## config.mk

```make
export PLATFORM = sky130hd
export DESIGN_NAME = sts_search_fsm
export DESIGN_NICKNAME = d
export VERILOG_FILES = /design/src/rtl/sts_pkg.sv /design/src/rtl/sts_search_fsm.sv
export SDC_FILE = /design/constraint.sdc
export NUM_CORES = 1
export LEC_CHECK = 0
export BUFFER_PORTS_ARGS = -buffer_cell sky130_fd_sc_hd__buf_2
export CELL_PAD_IN_SITES_DETAIL_PLACEMENT = 1
export CELL_PAD_IN_SITES_GLOBAL_PLACEMENT = 1
export CORE_UTILIZATION = 40
export CTS_CLUSTER_DIAMETER = 200
export DETAILED_ROUTE_END_ITERATION = 16
export GPL_TIMING_DRIVEN = 0
export PLACE_DENSITY = 0.79
export REMOVE_ABC_BUFFERS = 1
export SYNTH_ARGS = -nofsm -noshare
export SYNTH_HDL_FRONTEND = slang
export SYNTH_SLANG_ARGS = --single-unit
```

## constraint.sdc

```tcl
create_clock -name clk -period 11.57 [get_ports clk]
set_input_delay 0.5785 -clock clk [delete_from_list [all_inputs] [get_ports clk]]
set_output_delay 0.5785 -clock clk [all_outputs]
set_load 0.005 [all_outputs]
```

## src/rtl/sts_pkg.sv

```systemverilog
`timescale 1ns / 1ps
// ----------------------------------------------------------------------------
// sts_pkg: shared types and constants for the sorted-table search block
// Field widths, search engine states and the result record.
// ----------------------------------------------------------------------------
package sts_pkg;

    localparam int CNT_W  = 8;   // element_count register width
    localparam int IDX_W  = 7;   // entry_index / match_index width
    localparam int DATA_W = 32;  // table entry and key width

    localparam logic OP_WRITE  = 1'b0;
    localparam logic OP_SEARCH = 1'b1;

    typedef enum logic [1:0] {
        ST_IDLE,
        ST_PROBE,
        ST_DONE
    } sts_state_t;

    typedef struct packed {
        logic             found;
        logic [IDX_W-1:0] match_index;
    } sts_result_t;

endpackage

```

## src/rtl/sts_search_fsm.sv

```systemverilog
`timescale 1ns / 1ps
// ----------------------------------------------------------------------------
// sts_search_fsm: binary search sequencer
// Issues one table read per probe and narrows the bounds on the read data.
// ----------------------------------------------------------------------------
module sts_search_fsm
    import sts_pkg::*;
#(
    parameter int AW = 7,
    parameter int BW = 9
)
(
    input  logic                     clk,
    input  logic                     rst_n,
    input  logic                     start,      // search request accepted
    input  logic signed [DATA_W-1:0] key,
    input  logic [BW-1:0]            count,      // clamped element count
    output logic                     idle,
    output logic                     rd_en,
    output logic [AW-1:0]            rd_addr,
    input  logic signed [DATA_W-1:0] rd_data,
    output logic                     res_valid,
    input  logic                     res_ready,
    output sts_result_t              res
);

    // Bounds are kept as [lo, hi) so both stay non-negative.
    function automatic logic [BW-1:0] mid_of(input logic [BW-1:0] lo,
                                             input logic [BW-1:0] hi);
        logic [BW:0] sum;
        sum = {1'b0, lo} + {1'b0, hi} - {{BW{1'b0}}, 1'b1};
        return sum[BW:1];
    endfunction

    sts_state_t               state_reg, state_next;
    logic [BW-1:0]            lo_reg, lo_next;
    logic [BW-1:0]            hi_reg, hi_next;
    logic [BW-1:0]            mid_reg, mid_next;
    logic signed [DATA_W-1:0] key_reg;
    sts_result_t              res_reg, res_next;

    logic                     hit;
    logic                     go_left;
    logic [BW-1:0]            lo_cand;
    logic [BW-1:0]            hi_cand;

    assign hit     = (rd_data == key_reg);
    assign go_left = (rd_data > key_reg);
    assign lo_cand = go_left ? lo_reg : (mid_reg + {{(BW-1){1'b0}}, 1'b1});
    assign hi_cand = go_left ? mid_reg : hi_reg;

    // Next state
    always_comb
    begin
        state_next = state_reg;
        unique case (state_reg)
            ST_IDLE:
            begin
                if (start)
                begin
                    state_next = (count == '0) ? ST_DONE : ST_PROBE;
                end
            end
            ST_PROBE:
            begin
                if (hit || (lo_cand >= hi_cand))
                begin
                    state_next = ST_DONE;
                end
            end
            ST_DONE:
            begin
                if (res_ready)
                begin
                    state_next = ST_IDLE;
                end
            end
            default:
            begin
                state_next = ST_IDLE;
            end
        endcase
    end

    // Datapath and outputs
    always_comb
    begin
        lo_next  = lo_reg;
        hi_next  = hi_reg;
        mid_next = mid_reg;
        res_next = res_reg;
        rd_en    = 1'b0;
        unique case (state_reg)
            ST_IDLE:
            begin
                lo_next  = '0;
                hi_next  = count;
                mid_next = mid_of('0, count);
                res_next = '0;
                rd_en    = start && (count != '0);
            end
            ST_PROBE:
            begin
                lo_next  = lo_cand;
                hi_next  = hi_cand;
                mid_next = mid_of(lo_cand, hi_cand);
                if (hit)
                begin
                    res_next.found       = 1'b1;
                    res_next.match_index = mid_reg[IDX_W-1:0];
                end
                rd_en = !hit && (lo_cand < hi_cand);
            end
            ST_DONE:
            begin
                rd_en = 1'b0;
            end
            default:
            begin
                rd_en = 1'b0;
            end
        endcase
    end

    assign rd_addr   = mid_next[AW-1:0];
    assign idle      = (state_reg == ST_IDLE);
    assign res_valid = (state_reg == ST_DONE);
    assign res       = res_reg;

    always_ff @(posedge clk or negedge rst_n)
    begin
        if (!rst_n)
        begin
            state_reg <= ST_IDLE;
        end
        else
        begin
            state_reg <= state_next;
        end
    end

    always_ff @(posedge clk)
    begin
        lo_reg  <= lo_next;
        hi_reg  <= hi_next;
        mid_reg <= mid_next;
        res_reg <= res_next;
        if (start && (state_reg == ST_IDLE))
        begin
            key_reg <= key;
        end
    end

endmodule

```

After elaboration in Yosys (flattened, before gate mapping)
Cells that the tools add are included.
{ "totals": {"regBits": 69, "in_bits": 77} }
{ "classes": {"add_sub_neg": 4, "magnitude_cmp": 3, "eq_ne": 7, "mux": 13, "n_reduce_logical": 11} }
{ "ops": {"columns": ["op", "n"], "rows": [
  ["9-bit one-hot mux with 2 select lines", 3],
  ["32-bit equality test", 1],
  ["32-bit > comparator", 1],
  ["9-bit two-way mux", 2],
  ["8-bit one-hot mux with 2 select lines", 1],
  ["9-bit by 9-bit adder with 10-bit output", 1],
  ["10-bit by 1-bit subtractor with 10-bit output, second input constant", 1],
  ["9-bit by 1-bit subtractor with 10-bit output, second input constant", 1],
  ["9-bit by 1-bit adder with 9-bit output, second input constant", 1],
  ["9-bit greater-or-equal comparator", 1],
  ["9-bit zero test", 1],
  ["9-bit less-than comparator", 1],
  ["9-bit nonzero test", 1],
  ["2-bit two-way mux", 4],
  ["8-bit two-way mux", 1],
  ["2-bit inequality test, second input constant", 3],
  ["2-bit one-hot mux with 3 select lines", 1],
  ["1-bit logical AND", 3],
  ["3-bit AND reduction", 1],
  ["2-bit by 1-bit equality test with 1-bit output, second input constant", 1],
  ["2-bit equality test, second input constant", 1],
  ["2-bit zero test", 1],
  ["2-bit by 1-bit inequality test with 1-bit output, second input constant", 1],
  ["1-bit one-hot mux with 2 select lines", 1],
  ["4 further kinds", 4]
]} }

Longest topological paths before layout
Gate-level depths: netlist of run 1.
{ "logic_depth": {"depth_word": 6, "ltp_mapped": 25} }

Least setup slack after synthesis of run 1
No wires, ideal clock.
{ "synth_path": {"path_kind": "input to output", "from": "input rd_data[17]", "to": "output rd_addr[5]", "t_arrival_ns": 4.666, "required_ns": 10.992, "setup_slack_ns": 6.326, "cell_stages": 21, "cell_sequence": "ha_1 a21o_1 a221o_1 a221oi_2 o21ai_2 o211a_1 buf_6 or2_1 buf_6 buf_4 a21oi_1 inv_1 ha_1 ha_1 a21o_1 a21oi_1 nor2_1 or4_4 mux2i_1 o21ai_1 buf_4"} }
{ "synth_between": {"elab_chain_cells": 5, "elab_cells_between_ends": 6} }
{ "synth_rtl": {"columns": ["item", "line_no", "source"], "rows": [
  ["start: declaration", "sts_search_fsm.sv:21", "input logic signed [DATA_W-1:0] rd_data,"],
  ["32-bit > comparator", "sts_search_fsm.sv:48", "assign go_left = (rd_data > key_reg);"],
  ["9-bit two-way mux", "sts_search_fsm.sv:49", "assign lo_cand = go_left ? lo_reg : (mid_reg + {{(BW-1){1'b0}}, 1'b1});"],
  ["net lo_cand[2]", "sts_search_fsm.sv:44", "logic [BW-1:0] lo_cand;"],
  ["9-bit by 9-bit adder with 10-bit output", "sts_search_fsm.sv:31", "sum = {1'b0, lo} + {1'b0, hi} - {{BW{1'b0}}, 1'b1};"],
  ["10-bit by 1-bit subtractor with 10-bit output", "sts_search_fsm.sv:31", null],
  ["9-bit one-hot mux with 2 select lines", "sts_search_fsm.sv:93", "unique case (state_reg)"],
  ["end: declaration", "sts_search_fsm.sv:20", "output logic [AW-1:0] rd_addr,"]
]} }
The timed path passes the listed nets, and every way through them passes these cells.

Worst setup path after layout of run 1
{ "layout_path": {"from": "register key_reg[14]", "to": "output rd_addr[4]"} }
{ "layout_between": {"elab_chain_cells": 5, "elab_cells_between_ends": 6} }
{ "layout_rtl": {"columns": ["item", "line_no", "source"], "rows": [
  ["start: declaration", "sts_search_fsm.sv:39", "logic signed [DATA_W-1:0] key_reg;"],
  ["start signal: assignment", "sts_search_fsm.sv:150", "key_reg <= key;"],
  ["32-bit > comparator", "sts_search_fsm.sv:48", null],
  ["9-bit two-way mux", "sts_search_fsm.sv:49", null],
  ["net lo_cand[2]", "sts_search_fsm.sv:44", null],
  ["9-bit by 9-bit adder with 10-bit output", "sts_search_fsm.sv:31", null],
  ["10-bit by 1-bit subtractor with 10-bit output", "sts_search_fsm.sv:31", null],
  ["9-bit one-hot mux with 2 select lines", "sts_search_fsm.sv:93", null]
]} }
The timed path passes the listed nets, and every way through them passes these cells.

==> flow_metrics.env, run 1 <==
export IMPL_cap_violations=0
export IMPL_setup_tns_ns=0
export IMPL_dpl_cell_area_sq_um=5130
export IMPL_clkTransAtPathRegs_ns=0.06
export IMPL_clock_latency_ns=0.33
export IMPL_start_kind="register"
export IMPL_relSlewSlack=0.153
export IMPL_min_period_over_period=0.584
export IMPL_powerDensity_nw_per_um2=325
export IMPL_fin_skew_ns=0.00592
export IMPL_syn_inst=460
export IMPL_ir_drop_uv=233
export IMPL_dieArea_sq_um=11900
export IMPL_synth_top_area_share=0.391
export IMPL_end_kind="primary output"
export IMPL_io_pins=95
export IMPL_hpwl_microns=9200
export IMPL_synth_area_leaders="edfxtp_1 (39%), ha_1 (15%), inv_1 (5.0%)"
export IMPL_crit_type="register to primary output"
export IMPL_synth_edf_count=60
export IMPL_drv_slew=0
export IMPL_rsz0062_at_grt="no"
export IMPL_start_util=0.418
export IMPL_largest_reg_flops=32
export IMPL_antenna_cells=0
export IMPL_postCtsHoldBufs=0
export IMPL_clock_sinks=69
export IMPL_grt_max_degree=37
export IMPL_routed_wirelength_microns=11900
export IMPL_power_mw=1.75
export IMPL_synth_common_cells="inv_1 (61), edfxtp_1 (60), ha_1 (57), nor2_1 (35), nand2_1 (32)"
export IMPL_drt_pass1_iter_count=4
export IMPL_cts_htree_levels=3
export IMPL_finalHoldViolCount=0
export IMPL_setup_viol=0
export IMPL_netlist_area_sq_um=4610
export IMPL_synth_main_ff_cell="edfxtp_1"
export IMPL_die_h_microns=109
export IMPL_cts_setup_buffers=0
export IMPL_port_buffers=94
export IMPL_synth_async_reset_ratio=0.0290
export IMPL_min_period_ns=6.76
export IMPL_cts_root_buffer="clkbuf_16"
export IMPL_first_global_vias=3968
export IMPL_seq_area_frac_synth=0.432
export IMPL_status="completed"
export IMPL_place_congestion=0.848
export IMPL_core_sq_um=11000
export IMPL_worst_hold_slack_ns=0.0203
export IMPL_grt_pass1_wl_microns=19300
export IMPL_ctsResizeCount=0
export IMPL_cts_tree="done"
export IMPL_grt_usage=0.211
export IMPL_vias_per_cell=5.39
export IMPL_nets=680
export IMPL_cp_arrival_ns=6.18
export IMPL_ant_nets=0
export IMPL_ys_warn_count=0
export IMPL_tightest_slew_ns=1.27
export IMPL_r2r_cells=19
export IMPL_grt_overflow_total=0
export IMPL_cp_max_fo=29
export IMPL_wl_per_cell_microns=17.3
export IMPL_hold_class="input port to async pin"
export IMPL_dp_cells=674
export IMPL_power_leakage_nw=2.53
export IMPL_fmax_mhz=148
export IMPL_ys_ff_latch=69
export IMPL_synth_cell_types=58
export IMPL_avgSynthCellArea_sq_um=10.0
export IMPL_synth_top_cell_by_area="edfxtp_1"
export IMPL_via_count=3722
export IMPL_die_w_microns=109
export IMPL_drc=0
export IMPL_antenna_found_initial=0
export IMPL_rows=38
export IMPL_cts_made_buffers=9
export IMPL_clockBufferDepth=2
export IMPL_final_design_area_no_fill_sq_um=5390
export IMPL_yosys_cell_count_top_type="inv_1"
export IMPL_areaGrowthSynthToFinish_pct=17.1
export IMPL_drive_gt1_frac=0.207
export IMPL_crit_required_ns=10.99
export IMPL_final_cells=690
export IMPL_drt_iter0_markers=125
## critical path, cell delays in order, from the launching register on
cell and delay [ns]:
edfxtp_1 0.32, inv_1 0.04, ha_1 0.31, nand4_1 0.15, nor4_1 0.48, o21ai_0 0.21, a31oi_1 0.36, o211a_1 0.41
or2_1 0.99, nor2_1 0.13, a21oi_1 0.29, inv_1 0.09, ha_1 0.35, inv_1 0.11, fa_1 0.47, nor2b_1 0.14
o21bai_1 0.13, a41oi_1 0.25, a21boi_0 0.22, a2bb2oi_1 0.25, buf_2 0.16
## path summary, 6_finish.rpt
check	startpoint	to	slack (ns)
hold reg to reg	mid_reg[2]	mid_reg[2]	0.58
setup / recovery	key_reg[14]	rd_addr[4]	4.81
hold / removal	rst_n	state_reg[0]	0.02
min in group clk	key[31]	key_reg[31]	0.42
setup reg to reg	key_reg[14]	mid_reg[7]	5.66
max in group asynchronous	rst_n	state_reg[1]	11.46
## cell type report
class / count / area (sq um)
Timing Repair Buffer: 94 / 470
Fill cell: 1283 / 5640
Sequential cell: 69 / 1990
Inverter: 61 / 229
Multi-Input combinational cell: 310 / 2260
Clock inverter: 5 / 27.5
Clock buffer: 11 / 233
Tap cell: 140 / 175
## per-stage QoR
stage,worst slack (ns),utilization
global route,4.30,0.489
global placement,5.03,0.465
finish,4.81,0.489
floorplan,6.14,-
CTS,4.76,0.489
detailed placement,4.84,0.465
## layer usage
metal	GRT usage	vias up	routed length (microns)
met4	0.0743	0	129
met1	0.262	1804	5320
met2	0.369	107	5670
met5	0	-	0
li1	-	1801	-
met3	0.0362	10	816
## power breakdown
part	internal (mW)	total (mW)	switching, mW
clock network	0.143	0.249	0.105
logic	0.427	1.04	0.614
registers	0.396	0.462	0.0653
## placed cells by master, fill, tap and decap left out, types with 2 or more instances in the layout
cell type,Yosys,routed
a211oi_1,2,2
a21o_1,6,6
a21oi_1,25,25
a221oi_1,3,3
a2bb2oi_1,2,2
a31oi_1,3,3
a41oi_1,2,2
and3_1,7,7
and4_1,3,3
buf_2,1,94
clkbuf_1,9,2
clkbuf_16,0,9
clkinv_1,0,2
clkinvlp_4,0,2
dfrtp_1,2,2
dfxtp_1,7,7
edfxtp_1,60,60
ha_1,57,57
inv_1,61,61
mux2i_1,13,13
nand2_1,32,32
nand3_1,8,8
nand3b_1,3,3
nand4_1,8,8
nor2_1,35,35
nor2b_1,4,4
nor3_1,11,11
nor3b_1,2,2
nor4_1,3,3
o211a_1,2,2
o211ai_1,4,4
o21ai_0,24,24
o21ai_1,3,3
o21bai_1,3,3
or3_1,3,3
xnor2_1,12,12
xor2_1,7,7
## kinds of logic after synthesis
family          count (synthesis)  synth area share
mux                            13            0.0283
buf+inv                        81            0.0761
flops                          69             0.432
simple gates                  129             0.141
compound gates                 91             0.127
fa+ha+maj                      58             0.159
xor+xnor                       19            0.0361
Note: power is estimated with default switching activity, not from simulation.
==> inputs of run 2 (changes only) <==
--- a/config.mk
+++ b/config.mk
@@ -5,6 +5,7 @@
 export SDC_FILE = /design/constraint.sdc
 export NUM_CORES = 1
 export LEC_CHECK = 0
+export ABC_AREA = 1
 export BUFFER_PORTS_ARGS = -buffer_cell sky130_fd_sc_hd__buf_2
 export CELL_PAD_IN_SITES_DETAIL_PLACEMENT = 1
 export CELL_PAD_IN_SITES_GLOBAL_PLACEMENT = 1
@@ -12,7 +13,7 @@
 export CTS_CLUSTER_DIAMETER = 200
 export DETAILED_ROUTE_END_ITERATION = 16
 export GPL_TIMING_DRIVEN = 0
-export PLACE_DENSITY = 0.79
+export PLACE_DENSITY = 0.81
 export REMOVE_ABC_BUFFERS = 1
 export SYNTH_ARGS = -nofsm -noshare
 export SYNTH_HDL_FRONTEND = slang
==> constraint.sdc (replaced) <==
create_clock -name clk -period 6.7 [get_ports clk]
set_input_delay 0.335 -clock clk [delete_from_list [all_inputs] [get_ports clk]]
set_output_delay 0.335 -clock clk [all_outputs]
set_load 0.005 [all_outputs]
==> flow_metrics.env, run 2 <==
export IMPL_tightest_slew_ns=1.07
export IMPL_worst_hold_slack_ns=0.171
export IMPL_antenna_cells=0
export IMPL_min_period_ns=4.95
export IMPL_synth_async_reset_ratio=0.0290
export IMPL_port_buffers=94
export IMPL_synth_top_area_share=0.388
export IMPL_rsz0062_at_grt="no"
export IMPL_synth_main_ff_cell="edfxtp_1"
export IMPL_holdPathStages=1
export IMPL_powerDensity_nw_per_um2=511
export IMPL_grt_usage=0.214
export IMPL_ctsResizeCount=0
export IMPL_cts_setup_buffers=0
export IMPL_crit_buf_inv=5
export IMPL_synth_top_cell_by_area="edfxtp_1"
export IMPL_nets=763
export IMPL_seq_area_frac_synth=0.429
export IMPL_ys_ff_latch=69
export IMPL_cts_root_buffer="clkbuf_16"
export IMPL_hpwl_microns=9350
export IMPL_rr_endpoint="mid_reg[7]"
export IMPL_start_util=0.419
export IMPL_worst_path_most_repeated_cell="nand2_1"
export IMPL_cts_tree="done"
export IMPL_vias_per_cell=5.06
export IMPL_yosys_cell_count_top_type="nand2_1"
export IMPL_drv_slew=0
export IMPL_setup_viol=0
export IMPL_first_global_vias=4322
export IMPL_clkTransAtPathRegs_ns=0.06
export IMPL_synth_common_cells="nand2_1 (109), inv_1 (96), edfxtp_1 (60), ha_1 (57), nor2_1 (45)"
export IMPL_dieArea_sq_um=12000
export IMPL_die_h_microns=110
export IMPL_postCtsHoldBufs=1
export IMPL_cap_violations=0
export IMPL_synth_top_family_by_area="simple AND/OR/NAND/NOR gates"
export IMPL_end_kind="primary output"
export IMPL_antenna_found_initial=0
export IMPL_cp_arrival_ns=4.62
export IMPL_grt_max_degree=37
export IMPL_r2r_cells=23
export IMPL_relSlewSlack=0.279
export IMPL_rows=38
export IMPL_wl_per_cell_microns=15.6
export IMPL_place_congestion=0.872
export IMPL_yosys_mux_area_fraction=0.00431
export IMPL_crit_slowest_cell="fa_1"
export IMPL_drc=0
export IMPL_die_w_microns=110
export IMPL_power_leakage_nw=2.76
export IMPL_cts_htree_levels=3
export IMPL_synth_edf_count=60
export IMPL_ys_warn_count=0
export IMPL_crit_type="register to primary output"
export IMPL_grt_pass1_wl_microns=19500
export IMPL_hold_class="input port to register"
export IMPL_drt_iter0_markers=167
export IMPL_fillerInstances=1347
export IMPL_avgSynthCellArea_sq_um=8.72
export IMPL_drt_pass1_iter_count=4
export IMPL_netlist_area_sq_um=4650
export IMPL_cts_made_buffers=9
export IMPL_clock_latency_ns=0.34
export IMPL_drive_gt1_frac=0.224
export IMPL_crit_required_ns=6.36
export IMPL_start_kind="register"
export IMPL_cpPeakStageDelay_ns=0.39
export IMPL_syn_inst=533
export IMPL_grt_overflow_total=0
export IMPL_fin_skew_ns=0.00823
export IMPL_largest_reg_flops=32
export IMPL_cp_max_fo=28
export IMPL_yosys_area_share_xor_xnor=0.0132
export IMPL_status="completed"
export IMPL_final_common_cell="nand2_1"
export IMPL_core_sq_um=11100
export IMPL_reg2reg_slack_ns=2.10
export IMPL_routed_wirelength_microns=12100
export IMPL_ir_drop_uv=271
export IMPL_setup_tns_ns=0
export IMPL_finalHoldViolCount=0
export IMPL_synthAdderAreaFrac=0.158
export IMPL_whs_endpoint="key_reg[23]"
export IMPL_cpLargestDelayFamily="simple AND/OR/NAND/NOR gates"
export IMPL_areaGrowthSynthToFinish_pct=18.9
export IMPL_synth_compound_area_share=0.0902
export IMPL_ant_nets=0
export IMPL_synthSimpleGateAreaFrac=0.203
export IMPL_via_count=3909
export IMPL_synth_area_leaders="edfxtp_1 (39%), ha_1 (15%), nand2_1 (8.8%)"
export IMPL_worstHoldStart="key[23]"
export IMPL_min_period_over_period=0.739
export IMPL_synth_cell_types=45
export IMPL_io_pins=95
export IMPL_r2r_start="key_reg[19]"
export IMPL_mostFrequentLayoutCells="nand2_1 (109), inv_1 (96), buf_2 (94)"
export IMPL_clockBufferDepth=2
export IMPL_fmax_mhz=202
export IMPL_clock_sinks=69
[run 2: changes by cell type after synthesis, sizes merged, moves of 7 or more]
cell   delta
inv      +41
nand2    +86
mux2i    -11
xnor2    -11
nand3     +7
nor3      -7
nor2     +14
[run 2: worst max path at each step]
stage / slack (ns) / to / depth (start not counted) / startpoint
3_3_place_gp: 2.26 / rd_addr[6] / 25 / rd_data[31]
5_1_grt: 1.34 / rd_addr[6] / 26 / key_reg[19]
4_1_cts: 1.75 / rd_addr[6] / 22 / key_reg[23]
2_1_floorplan: 2.98 / mid_reg[7] / 21 / rd_data[31]
6_report: 1.75 / rd_addr[6] / 26 / key_reg[19]
3_5_place_dp: 2.08 / rd_addr[6] / 26 / rd_data[19]
[run 2: cells by family (layout without fill, tap and decap cells)]
kind of cell    after synthesis  in the layout
buf+inv                     118            218
xor+xnor                      7              7
fa+ha+maj                    58             58
compound gates               73             73
flops                        69             69
simple gates                206            206
mux                           2              2
[run 2: routing by layer]
| layer | vias up | part of all wire | GRT usage |
|---|---|---|---|
| met2 | 107 | 0.49 | 0.392 |
| met1 | 1846 | 0.43 | 0.241 |
| met5 | - | 0 | 0 |
| met3 | 26 | 0.052 | 0.0415 |
| li1 | 1930 | - | - |
| met4 | 0 | 0.025 | 0.0895 |
[run 2: metrics by stage]
step / cell area (sq um) / setup slack [ns] / instances / util / power (mW)
5_1_grt: 5530 / 1.34 / 773 / 0.499 / 3.11
4_1_cts: 5530 / 1.75 / 773 / 0.499 / 2.84
2_1_floorplan: 4560 / 2.98 / 520 / - / 1.87
3_5_place_dp: 5240 / 2.08 / 756 / 0.473 / 2.36
3_3_place_gp: 5210 / 2.26 / 754 / 0.470 / 2.26
6_report: 5530 / 1.75 / 773 / 0.499 / 2.83
[run 2: worst reg2reg max path: cells and delay by family, from the launching register on]
| family | cells | cell delay, ns |
|---|---|---|
| fa+ha+maj | 3 | 0.91 |
| simple gates | 12 | 1.48 |
| buf+inv | 3 | 0.33 |
| flops | 1 | 0.37 |
| compound gates | 5 | 1.26 |
[run 2: area by class of cell]
type	instances	area, sq um	share of cell area
repair buffers	97	508	0.0919
inverters	105	394	0.0713
clock buffers	9	225	0.0408
clock inverters	7	48.8	0.00883
well taps	140	175	0.0317
multi-input cells	346	2180	0.395
flip-flops and latches	69	1990	0.361
[run 2: power breakdown]
part	switching, mW	internal, mW
sequential	0.0666	0.674
clock	0.196	0.251
combinational	1.05	0.586
total	1.32	1.51
==> inputs of run 3 (changes only) <==
==> constraint.sdc (replaced) <==
create_clock -name clk -period 4.61 [get_ports clk]
set_input_delay 0.2305 -clock clk [delete_from_list [all_inputs] [get_ports clk]]
set_output_delay 0.2305 -clock clk [all_outputs]
set_load 0.005 [all_outputs]
==> flow_metrics.env, run 3 (same netlist as run 2, synthesis figures left out) <==
export IMPL_via_count=3925
export IMPL_multi_input_area_sq_um=2240
export IMPL_first_global_vias=4361
export IMPL_drv_slew=0
export IMPL_dp_cells=756
export IMPL_start_kind="register"
export IMPL_start_util=0.419
export IMPL_min_period_ns=4.38
export IMPL_cts_htree_levels=3
export IMPL_power_mw=4.28
export IMPL_combinationalPowerShare=0.596
export IMPL_routed_wirelength_microns=12500
export IMPL_wl_per_cell_microns=16.0
export IMPL_io_pins=95
export IMPL_status="completed"
export IMPL_holdPathStages=1
export IMPL_worst_hold_slack_ns=0.0657
export IMPL_post_place_ws_ns=0.164
export IMPL_hold_class="input port to register"
export IMPL_reg2reg_slack_ns=0.45
export IMPL_whs_endpoint="key_reg[23]"
export IMPL_fin_skew_ns=0.00737
export IMPL_powerDensity_nw_per_um2=760
export IMPL_timing_final_ws_setup_ns=0.227
export IMPL_core_sq_um=11100
export IMPL_crit_type="register to primary output"
export IMPL_nets=767
export IMPL_seqCellArea_sq_um=1990
export IMPL_drc=0
export IMPL_crit_required_ns=4.38
export IMPL_final_common_cell="nand2_1"
export IMPL_cap_violations=0
export IMPL_grt_usage=0.218
export IMPL_dieArea_sq_um=12000
export IMPL_mostFrequentLayoutCells="nand2_1 (109), inv_1 (96), buf_2 (94)"
export IMPL_clock_latency_ns=0.34
export IMPL_min_period_over_period=0.951
export IMPL_r2r_start="key_reg[19]"
export IMPL_drt_pass1_iter_count=4
export IMPL_r2r_cells=26
export IMPL_rsz0062_at_grt="yes"
export IMPL_dpl_cell_area_sq_um=5240
export IMPL_rows=38
export IMPL_die_h_microns=110
export IMPL_vias_per_cell=5.05
export IMPL_relSlewSlack=0.266
export IMPL_die_w_microns=110
export IMPL_finalHoldViolCount=0
export IMPL_drive_gt1_frac=0.245
export IMPL_fin_util=0.508
export IMPL_clockPowerShare=0.152
export IMPL_grt_max_degree=37
export IMPL_cts_tree="done"
export IMPL_ant_nets=0
export IMPL_fillerInstances=1343
export IMPL_tightest_slew_ns=1.09
export IMPL_clockBufferDepth=2
export IMPL_hpwl_microns=9350
export IMPL_drt_iter0_markers=153
export IMPL_place_congestion=0.872
export IMPL_end_kind="primary output"
export IMPL_clkTransAtPathRegs_ns=0.06
export IMPL_p_seq_frac=0.252
export IMPL_final_design_area_no_fill_sq_um=5630
export IMPL_final_cells=777
export IMPL_setup_viol=0
export IMPL_setup_tns_ns=0
export IMPL_antenna_cells=0
export IMPL_areaGrowthSynthToFinish_pct=21.2
export IMPL_antenna_found_initial=0
export IMPL_grt_pass1_wl_microns=19900
export IMPL_largest_reg_flops=32
export IMPL_cts_made_buffers=9
export IMPL_rr_endpoint="mid_reg[7]"
export IMPL_power_leakage_nw=2.79
export IMPL_cts_root_buffer="clkbuf_16"
export IMPL_port_buffers=94
export IMPL_cp_max_fo=12
export IMPL_worstHoldStart="key[23]"
export IMPL_p_sw_mw=2.01
export IMPL_ir_drop_uv=398
export IMPL_grt_overflow_total=0
export IMPL_clock_sinks=69
export IMPL_p_int_mw=2.27
export IMPL_cp_arrival_ns=4.15
export IMPL_sw_frac_of_total=0.470
export IMPL_fmax_mhz=228
run 3: area by class of cell:
type                       count  share of cell area
inverter                     105              0.0713
timing repair buffer         100              0.0964
sequential                    69               0.354
clock inverter                 7             0.00867
tap                          140              0.0311
clock buffer                   9              0.0400
multi-input combinational    347               0.399
run 3: how the worst max path moves through the flow:
stage / endpoint / startpoint / slack [ns] / depth (start not counted)
floorplan: mid_reg[7] / key_reg[31] / 0.90 / 22
global placement: mid_reg[7] / rd_data[31] / 0.34 / 22
detailed placement: mid_reg[7] / key_reg[19] / 0.16 / 23
CTS: rd_addr[6] / key_reg[19] / 0.14 / 23
global route: rd_addr[6] / key_reg[19] / -0.05 / 26
finish: rd_addr[6] / key_reg[19] / 0.23 / 26
run 3: power by group through the flow:
stage | Clock [mW] | Combinational, mW | Sequential [mW]
5_1_grt | 0.692 | 2.88 | 1.10
2_1_floorplan | 0 | 1.65 | 1.06
6_report | 0.652 | 2.55 | 1.08
3_3_place_gp | 0 | 2.20 | 1.08
3_5_place_dp | 0 | 2.34 | 1.09
4_1_cts | 0.664 | 2.42 | 1.08
run 3: what timing repair did:
item | CTS | global route
resized for setup | 1 | 18
hold buffers | 1 | 0
endpoints found under the setup margin | 3 | 5
buffers inserted | 1 | 2
cloned | 1 | 0
pin swaps | 1 | 4
endpoints found under the hold margin | 2 | 0
run 3: critical path: stages (launching register included):
cell and delay [ns]:
edfxtp_1 0.37, inv_1 0.07, ha_1 0.25, nand2_1 0.10, inv_2 0.04, nand2_1 0.08, nand2_1 0.07, nand2_1 0.08
nand2_1 0.10, a21oi_4 0.21, nand2_2 0.09, nand2_4 0.11, nand3_4 0.14, buf_12 0.18, nand2_1 0.07, o21ai_2 0.08
ha_1 0.36, inv_1 0.10, fa_2 0.43, nor2_4 0.13, o21bai_1 0.07, nand2_1 0.12, nand2_1 0.09, nand3_1 0.08
nand2_1 0.07, o21ai_2 0.20, buf_2 0.13
run 3: layer usage:
| metal | GRT usage | vias to the layer above | part of all wire |
|---|---|---|---|
| met5 | 0 | - | 0 |
| met4 | 0.100 | 0 | 0.021 |
| met3 | 0.0468 | 25 | 0.052 |
| met2 | 0.398 | 106 | 0.50 |
| met1 | 0.241 | 1854 | 0.43 |
| li1 | - | 1940 | - |
